$ cat config.mk
export PLATFORM = sky130hd
export DESIGN_NAME = i2c_eeprom_byte_master
export DESIGN_NICKNAME = d
export VERILOG_FILES = /design/src/sv/i2cm_pkg.sv /design/src/sv/i2cm_cfg.sv /design/src/sv/i2cm_seq.sv /design/src/sv/i2c_eeprom_byte_master.sv
export SDC_FILE = /design/constraint.sdc
export NUM_CORES = 1
export LEC_CHECK = 0
export ABC_AREA = 1
export BUFFER_PORTS_ARGS = -buffer_cell sky130_fd_sc_hd__buf_2
export CELL_PAD_IN_SITES_DETAIL_PLACEMENT = 0
export CELL_PAD_IN_SITES_GLOBAL_PLACEMENT = 1
export CORE_MARGIN = 8
export CORE_UTILIZATION = 44
export DETAILED_ROUTE_END_ITERATION = 10
export GPL_TIMING_DRIVEN = 0
export PLACE_DENSITY = 0.85
export SLEW_MARGIN = 40
export SYNTH_ARGS = -nofsm -noshare
export SYNTH_HDL_FRONTEND = slang
export SYNTH_SLANG_ARGS = --single-unit
$ cat constraint.sdc
create_clock -name aclk -period 3.8 [get_ports aclk]
set_input_delay 0.38 -clock aclk [delete_from_list [all_inputs] [get_ports aclk]]
set_output_delay 0.38 -clock aclk [all_outputs]
set_load 0.005 [all_outputs]
$ cat src/sv/i2cm_pkg.sv
package i2cm_pkg;

    typedef enum logic [4:0] {
        PH_IDLE      = 5'd0,
        PH_START_HI  = 5'd1,
        PH_START_LO  = 5'd2,
        PH_TX_LOW    = 5'd3,
        PH_TX_HIGH   = 5'd4,
        PH_ACK_LOW   = 5'd5,
        PH_ACK_HIGH  = 5'd6,
        PH_RX_LOW    = 5'd7,
        PH_RX_HIGH   = 5'd8,
        PH_NACK_LOW  = 5'd9,
        PH_NACK_HIGH = 5'd10,
        PH_STOP_A    = 5'd11,
        PH_STOP_B    = 5'd12,
        PH_STOP_C    = 5'd13,
        PH_RESTART   = 5'd14
    } phase_t;

    // byte of the frame in flight
    typedef enum logic [1:0] {
        SEL_DEV_WR   = 2'd0,
        SEL_MEM_ADDR = 2'd1,
        SEL_DATA     = 2'd2,
        SEL_DEV_RD   = 2'd3
    } byte_sel_t;

    localparam logic [1:0] CFG_DEV_ADDR    = 2'd0;
    localparam logic [1:0] CFG_HALF_PERIOD = 2'd1;

    localparam logic [6:0] DEV_ADDR_RESET    = 7'd80;
    localparam logic [7:0] HALF_PERIOD_RESET = 8'd5;

    localparam logic       RW_READ       = 1'b1;
    localparam logic       RW_WRITE      = 1'b0;
    localparam logic [3:0] BITS_PER_BYTE = 4'd8;

    typedef struct packed {
        logic [6:0] dev_addr;
        logic [7:0] half_period;
    } cfg_t;

    typedef struct packed {
        logic       ack_missing;
        logic [7:0] rd_data;
        logic       done;
        logic       busy;
        logic       sda_release;
        logic       scl_level;
    } res_t;

endpackage

$ cat src/sv/i2cm_cfg.sv
module i2cm_cfg (
    input  logic              aclk,
    input  logic              aresetn,
    input  logic              wr_en,
    input  logic [1:0]        wr_index,
    input  logic [7:0]        wr_data,
    output i2cm_pkg::cfg_t    cfg
);
    import i2cm_pkg::*;

    logic [6:0] dev_addr_reg;
    logic [7:0] half_period_reg;

    always_ff @(posedge aclk) begin
        if (!aresetn) begin
            dev_addr_reg    <= DEV_ADDR_RESET;
            half_period_reg <= HALF_PERIOD_RESET;
        end else if (wr_en) begin
            if (wr_index == CFG_DEV_ADDR) begin
                dev_addr_reg <= wr_data[6:0];
            end
            if (wr_index == CFG_HALF_PERIOD) begin
                half_period_reg <= wr_data;
            end
        end
    end

    assign cfg.dev_addr    = dev_addr_reg;
    assign cfg.half_period = half_period_reg;

endmodule

$ cat src/sv/i2cm_seq.sv
module i2cm_seq (
    input  logic              aclk,
    input  logic              aresetn,
    input  logic              step,
    input  i2cm_pkg::cfg_t    cfg,
    input  logic              go,
    input  logic              func,
    input  logic [7:0]        mem_addr,
    input  logic [7:0]        wr_data,
    input  logic              sda_in,
    output i2cm_pkg::res_t    res
);
    import i2cm_pkg::*;

    phase_t     phase_reg, phase_next;
    byte_sel_t  byte_sel_reg, byte_sel_next;
    logic [3:0] bit_count_reg, bit_count_next;
    logic [7:0] shift_reg, shift_next;
    logic [7:0] tick_count_reg, tick_count_next;
    logic       op_reg, op_next;
    logic [7:0] addr_reg, addr_next;
    logic [7:0] data_reg, data_next;
    logic       ack_reg, ack_next;
    logic [7:0] read_byte_reg, read_byte_next;

    logic       scl_o, sda_o, busy, done;
    logic [7:0] hp;
    logic [3:0] bit_count_inc;
    logic [7:0] rx_shift;

    function automatic logic [7:0] byte_for(input byte_sel_t sel, input logic [6:0] dev,
                                            input logic [7:0] addr, input logic [7:0] data);
        logic [7:0] b;
        unique case (sel)
            SEL_DEV_WR:   b = {dev, RW_WRITE};
            SEL_MEM_ADDR: b = addr;
            SEL_DATA:     b = data;
            SEL_DEV_RD:   b = {dev, RW_READ};
        endcase
        return b;
    endfunction

    assign hp            = (cfg.half_period == 8'd0) ? 8'd1 : cfg.half_period;
    assign bit_count_inc = bit_count_reg + 4'd1;
    assign rx_shift      = {shift_reg[6:0], sda_in};

    // line levels for the current phase, before the update
    always_comb begin
        scl_o = 1'b1;
        sda_o = 1'b1;
        busy  = 1'b1;
        unique case (phase_reg)
            PH_START_HI: begin scl_o = 1'b1; sda_o = 1'b1; end
            PH_START_LO: begin scl_o = 1'b1; sda_o = 1'b0; end
            PH_TX_LOW:   begin scl_o = 1'b0; sda_o = shift_reg[7]; end
            PH_TX_HIGH:  begin scl_o = 1'b1; sda_o = shift_reg[7]; end
            PH_ACK_LOW, PH_RX_LOW, PH_NACK_LOW, PH_RESTART: begin
                scl_o = 1'b0; sda_o = 1'b1;
            end
            PH_ACK_HIGH, PH_RX_HIGH, PH_NACK_HIGH: begin
                scl_o = 1'b1; sda_o = 1'b1;
            end
            PH_STOP_A:   begin scl_o = 1'b0; sda_o = 1'b0; end
            PH_STOP_B:   begin scl_o = 1'b1; sda_o = 1'b0; end
            PH_STOP_C:   begin scl_o = 1'b1; sda_o = 1'b1; end
            default:     busy = 1'b0;
        endcase
    end

    always_comb begin
        phase_next      = phase_reg;
        byte_sel_next   = byte_sel_reg;
        bit_count_next  = bit_count_reg;
        shift_next      = shift_reg;
        tick_count_next = tick_count_reg;
        op_next         = op_reg;
        addr_next       = addr_reg;
        data_next       = data_reg;
        ack_next        = ack_reg;
        read_byte_next  = read_byte_reg;
        done            = 1'b0;

        if (!busy) begin
            phase_next      = PH_IDLE;
            tick_count_next = 8'd0;
            if (go) begin
                op_next        = func;
                addr_next      = mem_addr;
                data_next      = wr_data;
                ack_next       = 1'b0;
                byte_sel_next  = SEL_DEV_WR;
                bit_count_next = 4'd0;
                phase_next     = PH_START_HI;
            end
        end else if (({1'b0, tick_count_reg} + 9'd1) < {1'b0, hp}) begin
            tick_count_next = tick_count_reg + 8'd1;
        end else begin
            tick_count_next = 8'd0;
            unique case (phase_reg)
                PH_START_HI: phase_next = PH_START_LO;
                PH_START_LO: begin
                    // repeated start reloads the address byte with the read bit
                    byte_sel_next  = (byte_sel_reg == SEL_DEV_RD) ? SEL_DEV_RD : SEL_DEV_WR;
                    bit_count_next = 4'd0;
                    shift_next     = byte_for(byte_sel_next, cfg.dev_addr, addr_reg, data_reg);
                    phase_next     = PH_TX_LOW;
                end
                PH_TX_LOW:   phase_next = PH_TX_HIGH;
                PH_TX_HIGH: begin
                    shift_next     = {shift_reg[6:0], 1'b0};
                    bit_count_next = bit_count_inc;
                    phase_next     = (bit_count_inc >= BITS_PER_BYTE) ? PH_ACK_LOW : PH_TX_LOW;
                end
                PH_ACK_LOW:  phase_next = PH_ACK_HIGH;
                PH_ACK_HIGH: begin
                    ack_next = ack_reg | sda_in;
                    unique case (byte_sel_reg)
                        SEL_DEV_WR: begin
                            byte_sel_next  = SEL_MEM_ADDR;
                            bit_count_next = 4'd0;
                            shift_next     = addr_reg;
                            phase_next     = PH_TX_LOW;
                        end
                        SEL_MEM_ADDR: begin
                            if (op_reg) begin
                                byte_sel_next = SEL_DEV_RD;
                                phase_next    = PH_RESTART;
                            end else begin
                                byte_sel_next  = SEL_DATA;
                                bit_count_next = 4'd0;
                                shift_next     = data_reg;
                                phase_next     = PH_TX_LOW;
                            end
                        end
                        SEL_DATA:   phase_next = PH_STOP_A;
                        SEL_DEV_RD: begin
                            bit_count_next = 4'd0;
                            shift_next     = 8'd0;
                            phase_next     = PH_RX_LOW;
                        end
                    endcase
                end
                PH_RX_LOW:   phase_next = PH_RX_HIGH;
                PH_RX_HIGH: begin
                    shift_next     = rx_shift;
                    bit_count_next = bit_count_inc;
                    if (bit_count_inc >= BITS_PER_BYTE) begin
                        read_byte_next = rx_shift;
                        phase_next     = PH_NACK_LOW;
                    end else begin
                        phase_next = PH_RX_LOW;
                    end
                end
                PH_NACK_LOW:  phase_next = PH_NACK_HIGH;
                PH_NACK_HIGH: phase_next = PH_STOP_A;
                PH_STOP_A:    phase_next = PH_STOP_B;
                PH_STOP_B:    phase_next = PH_STOP_C;
                PH_STOP_C: begin
                    phase_next = PH_IDLE;
                    done       = 1'b1;
                end
                PH_RESTART:   phase_next = PH_START_HI;
                default:      phase_next = PH_IDLE;
            endcase
        end
    end

    always_ff @(posedge aclk) begin
        if (!aresetn) begin
            phase_reg      <= PH_IDLE;
            byte_sel_reg   <= SEL_DEV_WR;
            bit_count_reg  <= 4'd0;
            shift_reg      <= 8'd0;
            tick_count_reg <= 8'd0;
            op_reg         <= 1'b0;
            addr_reg       <= 8'd0;
            data_reg       <= 8'd0;
            ack_reg        <= 1'b0;
            read_byte_reg  <= 8'd0;
        end else if (step) begin
            phase_reg      <= phase_next;
            byte_sel_reg   <= byte_sel_next;
            bit_count_reg  <= bit_count_next;
            shift_reg      <= shift_next;
            tick_count_reg <= tick_count_next;
            op_reg         <= op_next;
            addr_reg       <= addr_next;
            data_reg       <= data_next;
            ack_reg        <= ack_next;
            read_byte_reg  <= read_byte_next;
        end
    end

    assign res.scl_level   = scl_o;
    assign res.sda_release = sda_o;
    assign res.busy        = busy;
    assign res.done        = done;
    assign res.rd_data     = read_byte_next;
    assign res.ack_missing = ack_next;

endmodule

$ cat src/sv/i2c_eeprom_byte_master.sv
// I2C byte master for a serial EEPROM. Every input item is one tick of the bus
// sequencer and yields exactly one result item with the SCL/SDA drive levels of
// that tick, busy/done flags, the last read byte and the sticky missing-ack flag.
// Items are taken one per clock; a result appears in the output register the
// cycle after its item is accepted, and s_tready drops only while that register
// holds a result that the sink has not taken. Configuration writes are always
// ready and take effect on the next accepted item.
module i2c_eeprom_byte_master (
    input  logic        aclk,
    input  logic        aresetn,
    input  logic        s_tvalid,
    output logic        s_tready,
    // [0] go, [8:1] mem_addr, [16:9] wr_data, [17] sda_in, [23:18] zero
    input  logic [23:0] s_tdata,
    // [0] func
    input  logic [0:0]  s_tuser,
    output logic        m_tvalid,
    input  logic        m_tready,
    // [0] scl_level, [1] sda_release, [2] busy_res, [3] done_res,
    // [11:4] rd_data, [12] ack_missing, [15:13] zero
    output logic [15:0] m_tdata,
    input  logic        cfg_valid,
    output logic        cfg_ready,
    input  logic [1:0]  cfg_index,
    input  logic [7:0]  cfg_data
);
    import i2cm_pkg::*;

    cfg_t cfg;
    res_t res;
    res_t out_reg;
    logic out_valid_reg;
    logic accept;

    assign cfg_ready = 1'b1;
    assign s_tready  = !out_valid_reg || m_tready;
    assign accept    = s_tvalid && s_tready;

    i2cm_cfg u_cfg (
        .aclk     (aclk),
        .aresetn  (aresetn),
        .wr_en    (cfg_valid && cfg_ready),
        .wr_index (cfg_index),
        .wr_data  (cfg_data),
        .cfg      (cfg)
    );

    i2cm_seq u_seq (
        .aclk     (aclk),
        .aresetn  (aresetn),
        .step     (accept),
        .cfg      (cfg),
        .go       (s_tdata[0]),
        .func     (s_tuser[0]),
        .mem_addr (s_tdata[8:1]),
        .wr_data  (s_tdata[16:9]),
        .sda_in   (s_tdata[17]),
        .res      (res)
    );

    always_ff @(posedge aclk) begin
        if (!aresetn) begin
            out_valid_reg <= 1'b0;
        end else if (accept) begin
            out_valid_reg <= 1'b1;
        end else if (m_tready) begin
            out_valid_reg <= 1'b0;
        end
    end

    always_ff @(posedge aclk) begin
        if (accept) begin
            out_reg <= res;
        end
    end

    assign m_tvalid = out_valid_reg;
    assign m_tdata  = {3'b000, out_reg.ack_missing, out_reg.rd_data, out_reg.done,
                       out_reg.busy, out_reg.sda_release, out_reg.scl_level};

`ifndef SYNTHESIS
    a_done_busy: assert property (@(posedge aclk) disable iff (!aresetn)
        out_valid_reg && out_reg.done |-> out_reg.busy)
        else $error("done without busy");

    a_idle_released: assert property (@(posedge aclk) disable iff (!aresetn)
        out_valid_reg && !out_reg.busy |-> out_reg.scl_level && out_reg.sda_release)
        else $error("lines driven while idle");

    a_accept_shows: assert property (@(posedge aclk) disable iff (!aresetn)
        accept |=> out_valid_reg)
        else $error("accepted item produced no result");
`endif

endmodule
==> flow_metrics.py, run 1 <==
metrics = {
    "worst_setup_path": {
        "critical-path-max-stage-delay_ps": 410,
        "worstSetupEndpointType": "flip-flop",
        "crit_path_frequent_cell": "nor2_1",
        "cp.required_ps": 3910,
        "crit_type": "flip-flop to flip-flop",
        "crit_chain": "ha_1 -> nand3_1 -> inv_1 -> nand3_1 -> xnor2_1 -> ha_1 -> nand2_1 -> nor2_1 -> nand2_1 -> nand3b_1 -> nor2_1 -> nand2_2 -> buf_6 -> inv_2 -> nor2_1 -> a22o_1",
        "critPathSlowestCell": "dfxtp_1",
        "cp_max_fo": 10,
        "cp.arrival_ps": 3100,
        "cp-start-kind": "flip-flop",
        "critPathBufInv": 3,
        "crit_family": "simple AND/OR/NAND/NOR gates",
    },
    "timing": {
        "slew_headroom_pct": 57.3,
        "rsz0062_at_grt": "false",
        "setup_viol": 0,
        "hold_violations": 0,
        "tns_ps": 0,
        "clock_skew_ps": 11.5,
        "min_period_ps": 2990,
        "final_max_slew_viol_count": 0,
        "fmax_mhz": 335,
        "period_share_pct": 78.6,
        "tightest_slew_ps": 641,
    },
    "cts": {
        "clock-sinks": 81,
        "cts_max_path_buffers": 2,
        "clockRootBuffer": "clkbuf_8",
        "cts_resized": 0,
        "clock_latency_ps": 360,
        "cts.clk_slew.worst_paths_ps": 90,
        "htree_levels": 3,
        "cts_made_buffers": 9,
        "post_cts_buffers": 0,
        "hold_buffers": 0,
        "cts_tree": "done",
    },
    "pwr": {
        "ir_drop_mv": 0.276,
        "power_uw": 2670,
        "pwr_density_cell_nw_per_um2": 536,
        "p_leak_uw": 0.00234,
    },
    "layout": {
        "area_growth_syn_to_layout_pct": 14.3,
        "antennaDiodeCount": 0,
        "largest_reg_flops": 13,
        "drive_gt1_share_pct": 13.6,
        "nNetsFinal": 741,
    },
    "global_routing": {
        "grt_pass1_vias": 3925,
        "grt_usage_pct": 17.2,
        "grt_max_degree": 23,
        "antenna_found_initial": 0,
        "grt_pass1_wl_mm": 18.2,
        "grt-ovfl-total": 0,
    },
    "synthesis": {
        "synth_cell_types": 34,
        "ys_seq_elements": 81,
        "synthFlopType": "dfxtp_1",
        "ys_warn_count": 0,
        "synth-seq-area-share_pct": 40.2,
        "synth_area_um2": 4350,
        "syn_inst": 628,
        "syn_avg_cell_area_um2": 6.93,
        "async_flop_share_pct": 0,
        "synth_edf_count": 13,
    },
    "placement": {
        "place_hpwl_mm": 8.34,
        "port_buffers": 47,
        "gp_congestion": 0.884,
    },
    "drt": {
        "wl_per_cell_um": 13.1,
        "via_count": 4049,
        "ant_nets": 0,
        "wl_mm": 10.8,
        "viasPerCell": 4.90,
        "drt-initial-drc-count": 200,
        "remaining_drc_errors": 0,
        "dr.pass1.iters": 4,
    },
    "die": {
        "dieArea_um2": 13300,
        "die-width_um": 115,
        "start_util_pct": 45.0,
        "core_area_um2": 9680,
        "die_y_um": 115,
        "io_pins": 59,
        "rows": 36,
    },
    "min_path": {
        "hp-class": "input port to flip-flop",
    },
    "job": {
        "max-cap-violations": 0,
    },
    "outcome": {
        "status": "complete, no violations",
    },
}
[metal layers]
metal	up-vias	wire [um]	share of wire, %	track usage (%)
met2	88	4860	45	28.1
met4	0	174	1.6	6.83
met1	1821	5080	47	22.0
li1	2127	-	-	-
met5	-	0	0	0
met3	13	669	6.2	3.07
[metrics by stage]
| step | util, % | setup WS [ps] | cells | hold slack (ps) | instance area (um^2) |
|---|---|---|---|---|---|
| floorplan | - | 1350 | 630 | 430 | 4360 |
| global placement | 49.2 | 818 | 810 | 445 | 4760 |
| detailed placement | 49.2 | 793 | 810 | 449 | 4760 |
| CTS | 51.4 | 765 | 826 | 237 | 4980 |
| global route | 51.4 | 523 | 826 | 252 | 4980 |
| finish | 51.4 | 814 | 826 | 245 | 4980 |
[placed cells by master, fill, tap and decap left out, types with 7 or more instances in the layout]
cell / count
a21oi_1: 55
clkbuf_8: 12
o21ai_0: 42
nor2_1: 72
buf_2: 51
nand2_1: 167
ha_1: 13
clkbuf_1: 13
edfxtp_1: 13
dfxtp_1: 68
nand3_1: 37
inv_1: 78
o221ai_1: 7
[Yosys cell counts, drive strengths merged (5+ instances only)]
cell type,instances,area (um^2)
a21oi,55,275
buf,14,110
clkbuf,13,48.8
dfxtp,68,1360
edfxtp,13,390
ha,13,163
inv,81,304
nand2,172,658
nand3,38,195
nor2,78,323
o21ai,43,226
o221ai,7,61.3
xor2,5,43.8
[kinds of logic (layout without fill, tap and decap cells)]
group | Yosys count | after routing | share of synthesized area [%]
simple gates | 297 | 297 | 28.3
compound gates | 118 | 118 | 15.2
fa+ha+maj | 13 | 13 | 3.74
flops | 81 | 81 | 40.2
buf+inv | 109 | 172 | 10.7
other cells | 2 | 4 | 0.172
xor+xnor | 8 | 8 | 1.61
[power by group]
group	internal [uW]	switching (uW)
clock network	357	325
logic	307	625
registers	988	64.2
total	1650	1010
[area by class of cell]
| type | instances | area, um^2 |
|---|---|---|
| multi-input cells | 440 | 2140 |
| plain buffers | 27 | 159 |
| inverters | 82 | 309 |
| repair buffers | 47 | 235 |
| flip-flops and latches | 81 | 1750 |
| clock buffers | 12 | 165 |
| clock inverters | 4 | 48.8 |
| well taps | 133 | 166 |
| fillers | 1003 | 4710 |
[worst reg2reg max path: cells and delay by family (launching register included)]
kind | cells | cell delay, ps
flip-flops | 1 | 410
AO/OA/AOI/OAI | 1 | 220
XOR/XNOR | 1 | 220
adder cells (fa/ha/maj) | 2 | 490
buffers and inverters | 3 | 440
AND/OR/NAND/NOR | 9 | 950
[final timing paths]
kind                                start                    end  slack [ps]  cells past startpoint
hold reg to reg         u_seq.data_reg[7]      u_seq.data_reg[7]         460                      2
setup / recovery  u_seq.tick_count_reg[0]            m_tdata[12]         810                     16
hold / removal                cfg_data[4]  u_cfg.dev_addr_reg[4]         250                      3
setup reg to reg  u_seq.tick_count_reg[0]            m_tdata[12]         810                     16
(Power assumes the default switching activity.)
==> run 2: changes to the inputs <==
--- a/config.mk
+++ b/config.mk
@@ -5,15 +5,15 @@
 export SDC_FILE = /design/constraint.sdc
 export NUM_CORES = 1
 export LEC_CHECK = 0
-export ABC_AREA = 1
+export ABC_AREA = 0
 export BUFFER_PORTS_ARGS = -buffer_cell sky130_fd_sc_hd__buf_2
 export CELL_PAD_IN_SITES_DETAIL_PLACEMENT = 0
 export CELL_PAD_IN_SITES_GLOBAL_PLACEMENT = 1
 export CORE_MARGIN = 8
-export CORE_UTILIZATION = 44
+export CORE_UTILIZATION = 39
 export DETAILED_ROUTE_END_ITERATION = 10
 export GPL_TIMING_DRIVEN = 0
-export PLACE_DENSITY = 0.85
+export PLACE_DENSITY = 0.76
 export SLEW_MARGIN = 40
 export SYNTH_ARGS = -nofsm -noshare
 export SYNTH_HDL_FRONTEND = slang
==> constraint.sdc (replaced) <==
create_clock -name aclk -period 2.42 [get_ports aclk]
set_input_delay 0.242 -clock aclk [delete_from_list [all_inputs] [get_ports aclk]]
set_output_delay 0.242 -clock aclk [all_outputs]
set_load 0.005 [all_outputs]
==> run 2 against run 1 <==
Compared with the run above: the run now ends with setup timing left; area after synthesis down 4.8%; final cell count fell by 17%; fmax increased by 5.8%; sequential cell count unchanged; critical path type unchanged.
==> flow_metrics.py, run 2 <==
metrics = {
    "timing": {
        "clock_skew_ps": 15.5,
        "fmax_mhz": 354,
        "whs_ps": 107,
        "min_period_ps": 2820,
        "tns_ps": -13950,
        "slew_headroom_pct": 59.6,
        "hold_violations": 0,
        "final_max_slew_viol_count": 0,
        "setup_viol": 44,
        "period_share_pct": 117,
        "worst_slack_ps": -403,
        "rsz0062_at_grt": "true",
        "tightest_slew_ps": 606,
    },
    "pwr": {
        "p_leak_uw": 0.00204,
        "pwr_density_cell_nw_per_um2": 523,
        "ir_drop_mv": 0.254,
    },
    "worst_setup_path": {
        "critical-path-max-stage-delay_ps": 350,
        "reg2reg_depth": 12,
        "cp-start-kind": "flip-flop",
        "worstSetupEndpointType": "flip-flop",
        "cp.required_ps": 2540,
        "crit_path_frequent_cell": "and3_4",
        "critPathSlowestCell": "dfxtp_2",
        "cp_max_fo": 8,
        "crit_type": "flip-flop to flip-flop",
        "crit_chain": "and3_4 -> and3_4 -> nand3_4 -> xnor2_4 -> ha_4 -> and3_4 -> a221oi_4 -> and2_4 -> and2_4 -> nor2_4 -> buf_12 -> mux2_4",
        "cp.arrival_ps": 2940,
    },
    "cts": {
        "clock-sinks": 81,
        "cts_max_path_buffers": 2,
        "cts.clk_slew.worst_paths_ps": 100,
        "hold_buffers": 0,
        "cts_tree": "done",
        "clock_latency_ps": 370,
        "clockRootBuffer": "clkbuf_8",
        "cts_made_buffers": 9,
        "htree_levels": 3,
    },
    "synthesis": {
        "synth-seq-area-share_pct": 42.3,
        "synth_cell_types": 64,
        "ys_warn_count": 0,
        "synth_area_um2": 4140,
        "synth_most_common_cell": "nand2_1",
        "yosys.area.top_type_share_pct": 32.9,
        "synth_top_area_cell": "dfxtp_1",
        "ys_top_cells_by_count": "nand2_1 (71), dfxtp_1 (68), a21oi_1 (49)",
        "synth_edf_count": 13,
        "syn_inst": 459,
        "async_flop_share_pct": 0,
        "ys_seq_elements": 81,
        "syn_avg_cell_area_um2": 9.03,
        "synthFlopType": "dfxtp_1",
        "synth.area.top_cells": "dfxtp_1 (33%), edfxtp_1 (9.4%), nand2_1 (6.4%)",
    },
    "drt": {
        "remaining_drc_errors": 0,
        "dr.pass1.iters": 4,
        "ant_nets": 0,
        "wl_met2_mm": 4.97,
        "wl_per_cell_um": 16.1,
        "wl_mm": 11.1,
        "top_layer_used": "met4",
        "viasPerCell": 5.21,
        "m1WireLength_mm": 5.52,
        "drt-initial-drc-count": 200,
        "via_count": 3588,
        "routed-wl-met3_um": 393,
    },
    "global_routing": {
        "antenna_found_initial": 0,
        "grt_max_degree": 18,
        "grt_pass1_vias": 3628,
        "grt_usage_pct": 15.9,
        "grt-ovfl-total": 0,
        "grt_pass1_wl_mm": 18.6,
    },
    "die": {
        "start_util_pct": 40.1,
        "core_area_um2": 10300,
        "die-width_um": 119,
        "die_y_um": 119,
        "io_pins": 59,
        "rows": 37,
        "dieArea_um2": 14200,
    },
    "placement": {
        "port_buffers": 47,
        "place_hpwl_mm": 7.92,
        "pre_cts_ws_ps": -619,
        "placedCellCount": 644,
        "gp_congestion": 0.840,
    },
    "min_path": {
        "hold_path_depth": 3,
        "hp-class": "input port to flip-flop",
    },
    "layout": {
        "instances_no_fill": 689,
        "antennaDiodeCount": 0,
        "fillCellCount": 978,
        "area_growth_syn_to_layout_pct": 26.8,
        "nNetsFinal": 601,
        "final_common_cell": "nand2_1",
        "layout_common_cells": "nand2_1 (71), dfxtp_1 (63), buf_2 (52)",
        "drive_gt1_share_pct": 29.1,
        "largest_reg_flops": 13,
        "ff_latch_area_um2": 1760,
        "multi_input_area_um2": 2410,
    },
    "outcome": {
        "violations": "setup timing",
        "status": "finished with violations",
    },
    "job": {
        "max-cap-violations": 0,
    },
}
run 2: through the flow:
step	util, %	cell area [um^2]	total power, uW
global placement	44.5	4590	1790
floorplan	-	4190	1680
finish	50.9	5250	2750
global route	50.9	5250	2890
CTS	49.5	5110	2740
detailed placement	44.5	4590	1790
run 2: cells by family after synthesis:
group	count (synthesis)	share of synthesized area (%)
AOI/OAI and AO/OA	111	18.2
DFF	81	42.3
muxes	34	9.21
buffers and inverters	47	5.34
and+or+nand+nor	164	19.4
xor gates and xnor gates	7	1.48
adders and majority gates	13	3.93
other	2	0.181
run 2: layout make-up:
type / instances / area share (%)
Sequential cell: 81 / 33.6
Multi-Input combinational cell: 333 / 45.9
Tap cell: 136 / 3.24
Inverter: 15 / 1.14
Clock buffer: 9 / 2.36
Timing Repair Buffer: 77 / 9.72
Buffer: 31 / 3.12
Clock inverter: 7 / 1.00
run 2: routing by layer:
metal  track usage [%]  vias to the layer above
li1                  -                     1813
met1              21.7                     1690
met2              24.5                       70
met3              2.79                       15
met4              6.01                        0
met5                 0                        -
run 2: worst max-delay path: cells and delay by family (launching register included):
| family | cells | cell delay, ps |
|---|---|---|
| AO/OA/AOI/OAI | 1 | 270 |
| multiplexers | 1 | 290 |
| buffers and inverters | 1 | 140 |
| adder cells (fa/ha/maj) | 1 | 230 |
| XOR/XNOR | 1 | 220 |
| flip-flops | 1 | 350 |
| AND/OR/NAND/NOR | 7 | 1080 |
run 2: report_power, final:
part	internal (uW)	total (uW)	switching [uW]
logic	159	380	221
registers	1410	1440	28.3
clock network	380	933	552
run 2: path summary, 6_finish.rpt:
| kind | start | endpoint | slack [ps] |
|---|---|---|---|
| setup / recovery | u_seq.tick_count_reg[4] | m_tdata[11] | -400 |
| hold / removal | s_tdata[11] | u_seq.data_reg[2] | 110 |
| setup reg to reg | u_seq.tick_count_reg[4] | m_tdata[11] | -400 |
| hold reg to reg | u_seq.addr_reg[1] | u_seq.addr_reg[1] | 460 |
run 2: repair_timing:
action	CTS	global route
endpoints found under the hold margin	0	0
gates resized for setup	38	14
setup endpoints to repair	45	54
buffers inserted	20	10
cloned	1	0
pin swaps	22	9
==> run 3: changes to the inputs <==
--- a/config.mk
+++ b/config.mk
@@ -12,7 +12,6 @@
 export CORE_MARGIN = 8
 export CORE_UTILIZATION = 39
 export DETAILED_ROUTE_END_ITERATION = 10
-export GPL_TIMING_DRIVEN = 0
 export PLACE_DENSITY = 0.76
 export SLEW_MARGIN = 40
 export SYNTH_ARGS = -nofsm -noshare
==> run 3 against run 2 <==
Compared with the run above: the run still ends with setup timing left; die area is the same; critical path depth is the same; sequential power is essentially flat; count of clock-buffer cells in the layout is the same; sequential share of layout area shrank 0.50 points; routed wire length is essentially flat; register-to-register slack gained 20 ps.
==> flow_metrics.py, run 3 (same netlist as run 2, synthesis figures left out) <==
metrics = {
    "outcome": {
        "status": "finished with violations",
        "violations": "setup timing",
    },
    "die": {
        "core_area_um2": 10300,
        "die-width_um": 119,
        "die_y_um": 119,
        "dieArea_um2": 14200,
        "start_util_pct": 40.1,
        "rows": 37,
        "io_pins": 59,
    },
    "cts": {
        "clockRootBuffer": "clkbuf_8",
        "cts.clk_slew.worst_paths_ps": 90,
        "clock_latency_ps": 360,
        "cts_max_path_buffers": 2,
        "cts_made_buffers": 9,
        "htree_levels": 3,
        "clock-sinks": 81,
        "cts_tree": "done",
    },
    "layout": {
        "drive_gt1_share_pct": 33.1,
        "final_common_cell": "nand2_1",
        "fin_area_um2": 5320,
        "ff_latch_area_um2": 1760,
        "antennaDiodeCount": 0,
        "nNetsFinal": 592,
        "area_growth_syn_to_layout_pct": 28.4,
        "multi_input_area_um2": 2450,
        "fillCellCount": 964,
        "largest_reg_flops": 13,
        "instances_no_fill": 680,
        "layout_common_cells": "nand2_1 (71), dfxtp_1 (63), buf_2 (48)",
    },
    "pwr": {
        "power_uw": 2760,
        "ir_drop_mv": 0.226,
        "p_leak_uw": 0.00208,
        "pwr_density_cell_nw_per_um2": 519,
        "netSwitchingFraction_pct": 29.1,
        "p_clk_share_pct": 33.8,
        "power_switching_uw": 803,
        "p_int_uw": 1960,
        "p_seq_share_pct": 52.4,
        "p_comb_share_pct": 13.9,
    },
    "global_routing": {
        "grt-ovfl-total": 0,
        "antenna_found_initial": 0,
        "grt_max_degree": 41,
        "grt_pass1_wl_mm": 18.1,
        "grt_usage_pct": 15.4,
        "grt_pass1_vias": 3618,
    },
    "worst_setup_path": {
        "cp_max_fo": 8,
        "cp-start-kind": "flip-flop",
        "crit_type": "flip-flop to flip-flop",
        "cp.required_ps": 2540,
        "reg2reg_slack_ps": -390,
        "reg2reg_depth": 12,
        "reg2reg_to": "m_tdata[10]",
        "worstSetupEndpointType": "flip-flop",
        "cp.arrival_ps": 2930,
        "r2r_start": "u_seq.tick_count_reg[3]",
    },
    "timing": {
        "setup_viol": 45,
        "fmax_mhz": 356,
        "final_max_slew_viol_count": 0,
        "tightest_slew_ps": 600,
        "period_share_pct": 116,
        "clock_skew_ps": 12.7,
        "slew_headroom_pct": 59.9,
        "worst_slack_ps": -386,
        "rsz0062_at_grt": "true",
        "whs_ps": 109,
        "min_period_ps": 2810,
        "hold_violations": 0,
    },
    "min_path": {
        "min_delay_worst_endpoint": "u_cfg.half_period_reg[7]",
        "hold_path_depth": 3,
        "hp-class": "input port to flip-flop",
        "worstHoldStart": "cfg_data[7]",
    },
    "drt": {
        "wl_per_cell_um": 16.3,
        "remaining_drc_errors": 0,
        "via_count": 3604,
        "viasPerCell": 5.30,
        "wl_mm": 11.1,
        "drt-initial-drc-count": 221,
        "ant_nets": 0,
        "dr.pass1.iters": 4,
    },
    "placement": {
        "port_buffers": 48,
        "placedCellCount": 653,
        "pre_cts_ws_ps": -348,
        "place_hpwl_mm": 7.71,
        "placed_cell_area_um2": 4750,
        "gp_congestion": 0.821,
    },
    "job": {
        "max-cap-violations": 0,
    },
}
==> run 3: how the worst max path moves through the flow <==
stage	from	endpoint	slack, ps	depth (start not counted)
after global placement	u_seq.tick_count_reg[4]	m_tdata[10]	-280	11
after detailed placement	u_seq.tick_count_reg[4]	m_tdata[10]	-350	11
after floorplan	u_seq.tick_count_reg[2]	m_tdata[10]	-350	12
after CTS	u_seq.tick_count_reg[4]	m_tdata[11]	-350	12
after global routing	u_seq.tick_count_reg[3]	m_tdata[8]	-460	12
final	u_seq.tick_count_reg[3]	m_tdata[10]	-390	12
==> run 3: layout make-up <==
class / count / share of cell area [%]
Sequential cell: 81 / 33.1
Timing Repair Buffer: 99 / 13.3
Clock buffer: 9 / 2.33
Multi-Input combinational cell: 333 / 46.1
Clock inverter: 7 / 0.988
Tap cell: 136 / 3.20
Inverter: 15 / 1.06
==> run 3: stage by stage <==
step | utilization [%] | TNS, ps
after floorplan | - | -5610
after global placement | 45.9 | -7970
after detailed placement | 46.0 | -10480
after CTS | 50.1 | -8940
after global routing | 51.5 | -15460
final | 51.5 | -11800
==> run 3: critical path: stages, from the launching register on <==
cell and delay, ps:
dfxtp_2 340, and3_4 180, and3_4 200, nand3_4 80, xnor2_2 160, ha_1 340, and3_4 180, a221oi_4 240
and2_4 190, and2_4 170, nor2_4 40, buf_12 130, mux2_4 290
==> run 3: routing by layer <==
| metal | share of wire, % | vias to the layer above | GRT usage [%] |
|---|---|---|---|
| met5 | 0 | - | 0 |
| met4 | 1.6 | 0 | 4.19 |
| met3 | 4.3 | 16 | 3.92 |
| met2 | 46 | 88 | 24.1 |
| met1 | 48 | 1700 | 20.5 |
| li1 | - | 1800 | - |
==> run 3: power groups by stage <==
| stage | Sequential [uW] | Clock, uW | Combinational (uW) |
|---|---|---|---|
| 2_1_floorplan | 1460 | 0 | 215 |
| 3_3_place_gp | 1470 | 0 | 329 |
| 3_5_place_dp | 1470 | 0 | 334 |
| 4_1_cts | 1440 | 944 | 356 |
| 5_1_grt | 1450 | 1010 | 420 |
| 6_report | 1440 | 931 | 382 |
==> run 3: timing repair <==
item | 4_1_cts | 5_1_grt
gates cloned | 1 | 0
buffers inserted | 7 | 7
gates resized for setup | 27 | 27
hold buffers | 0 | 0
pin swaps | 26 | 20
setup endpoints to repair | 45 | 45
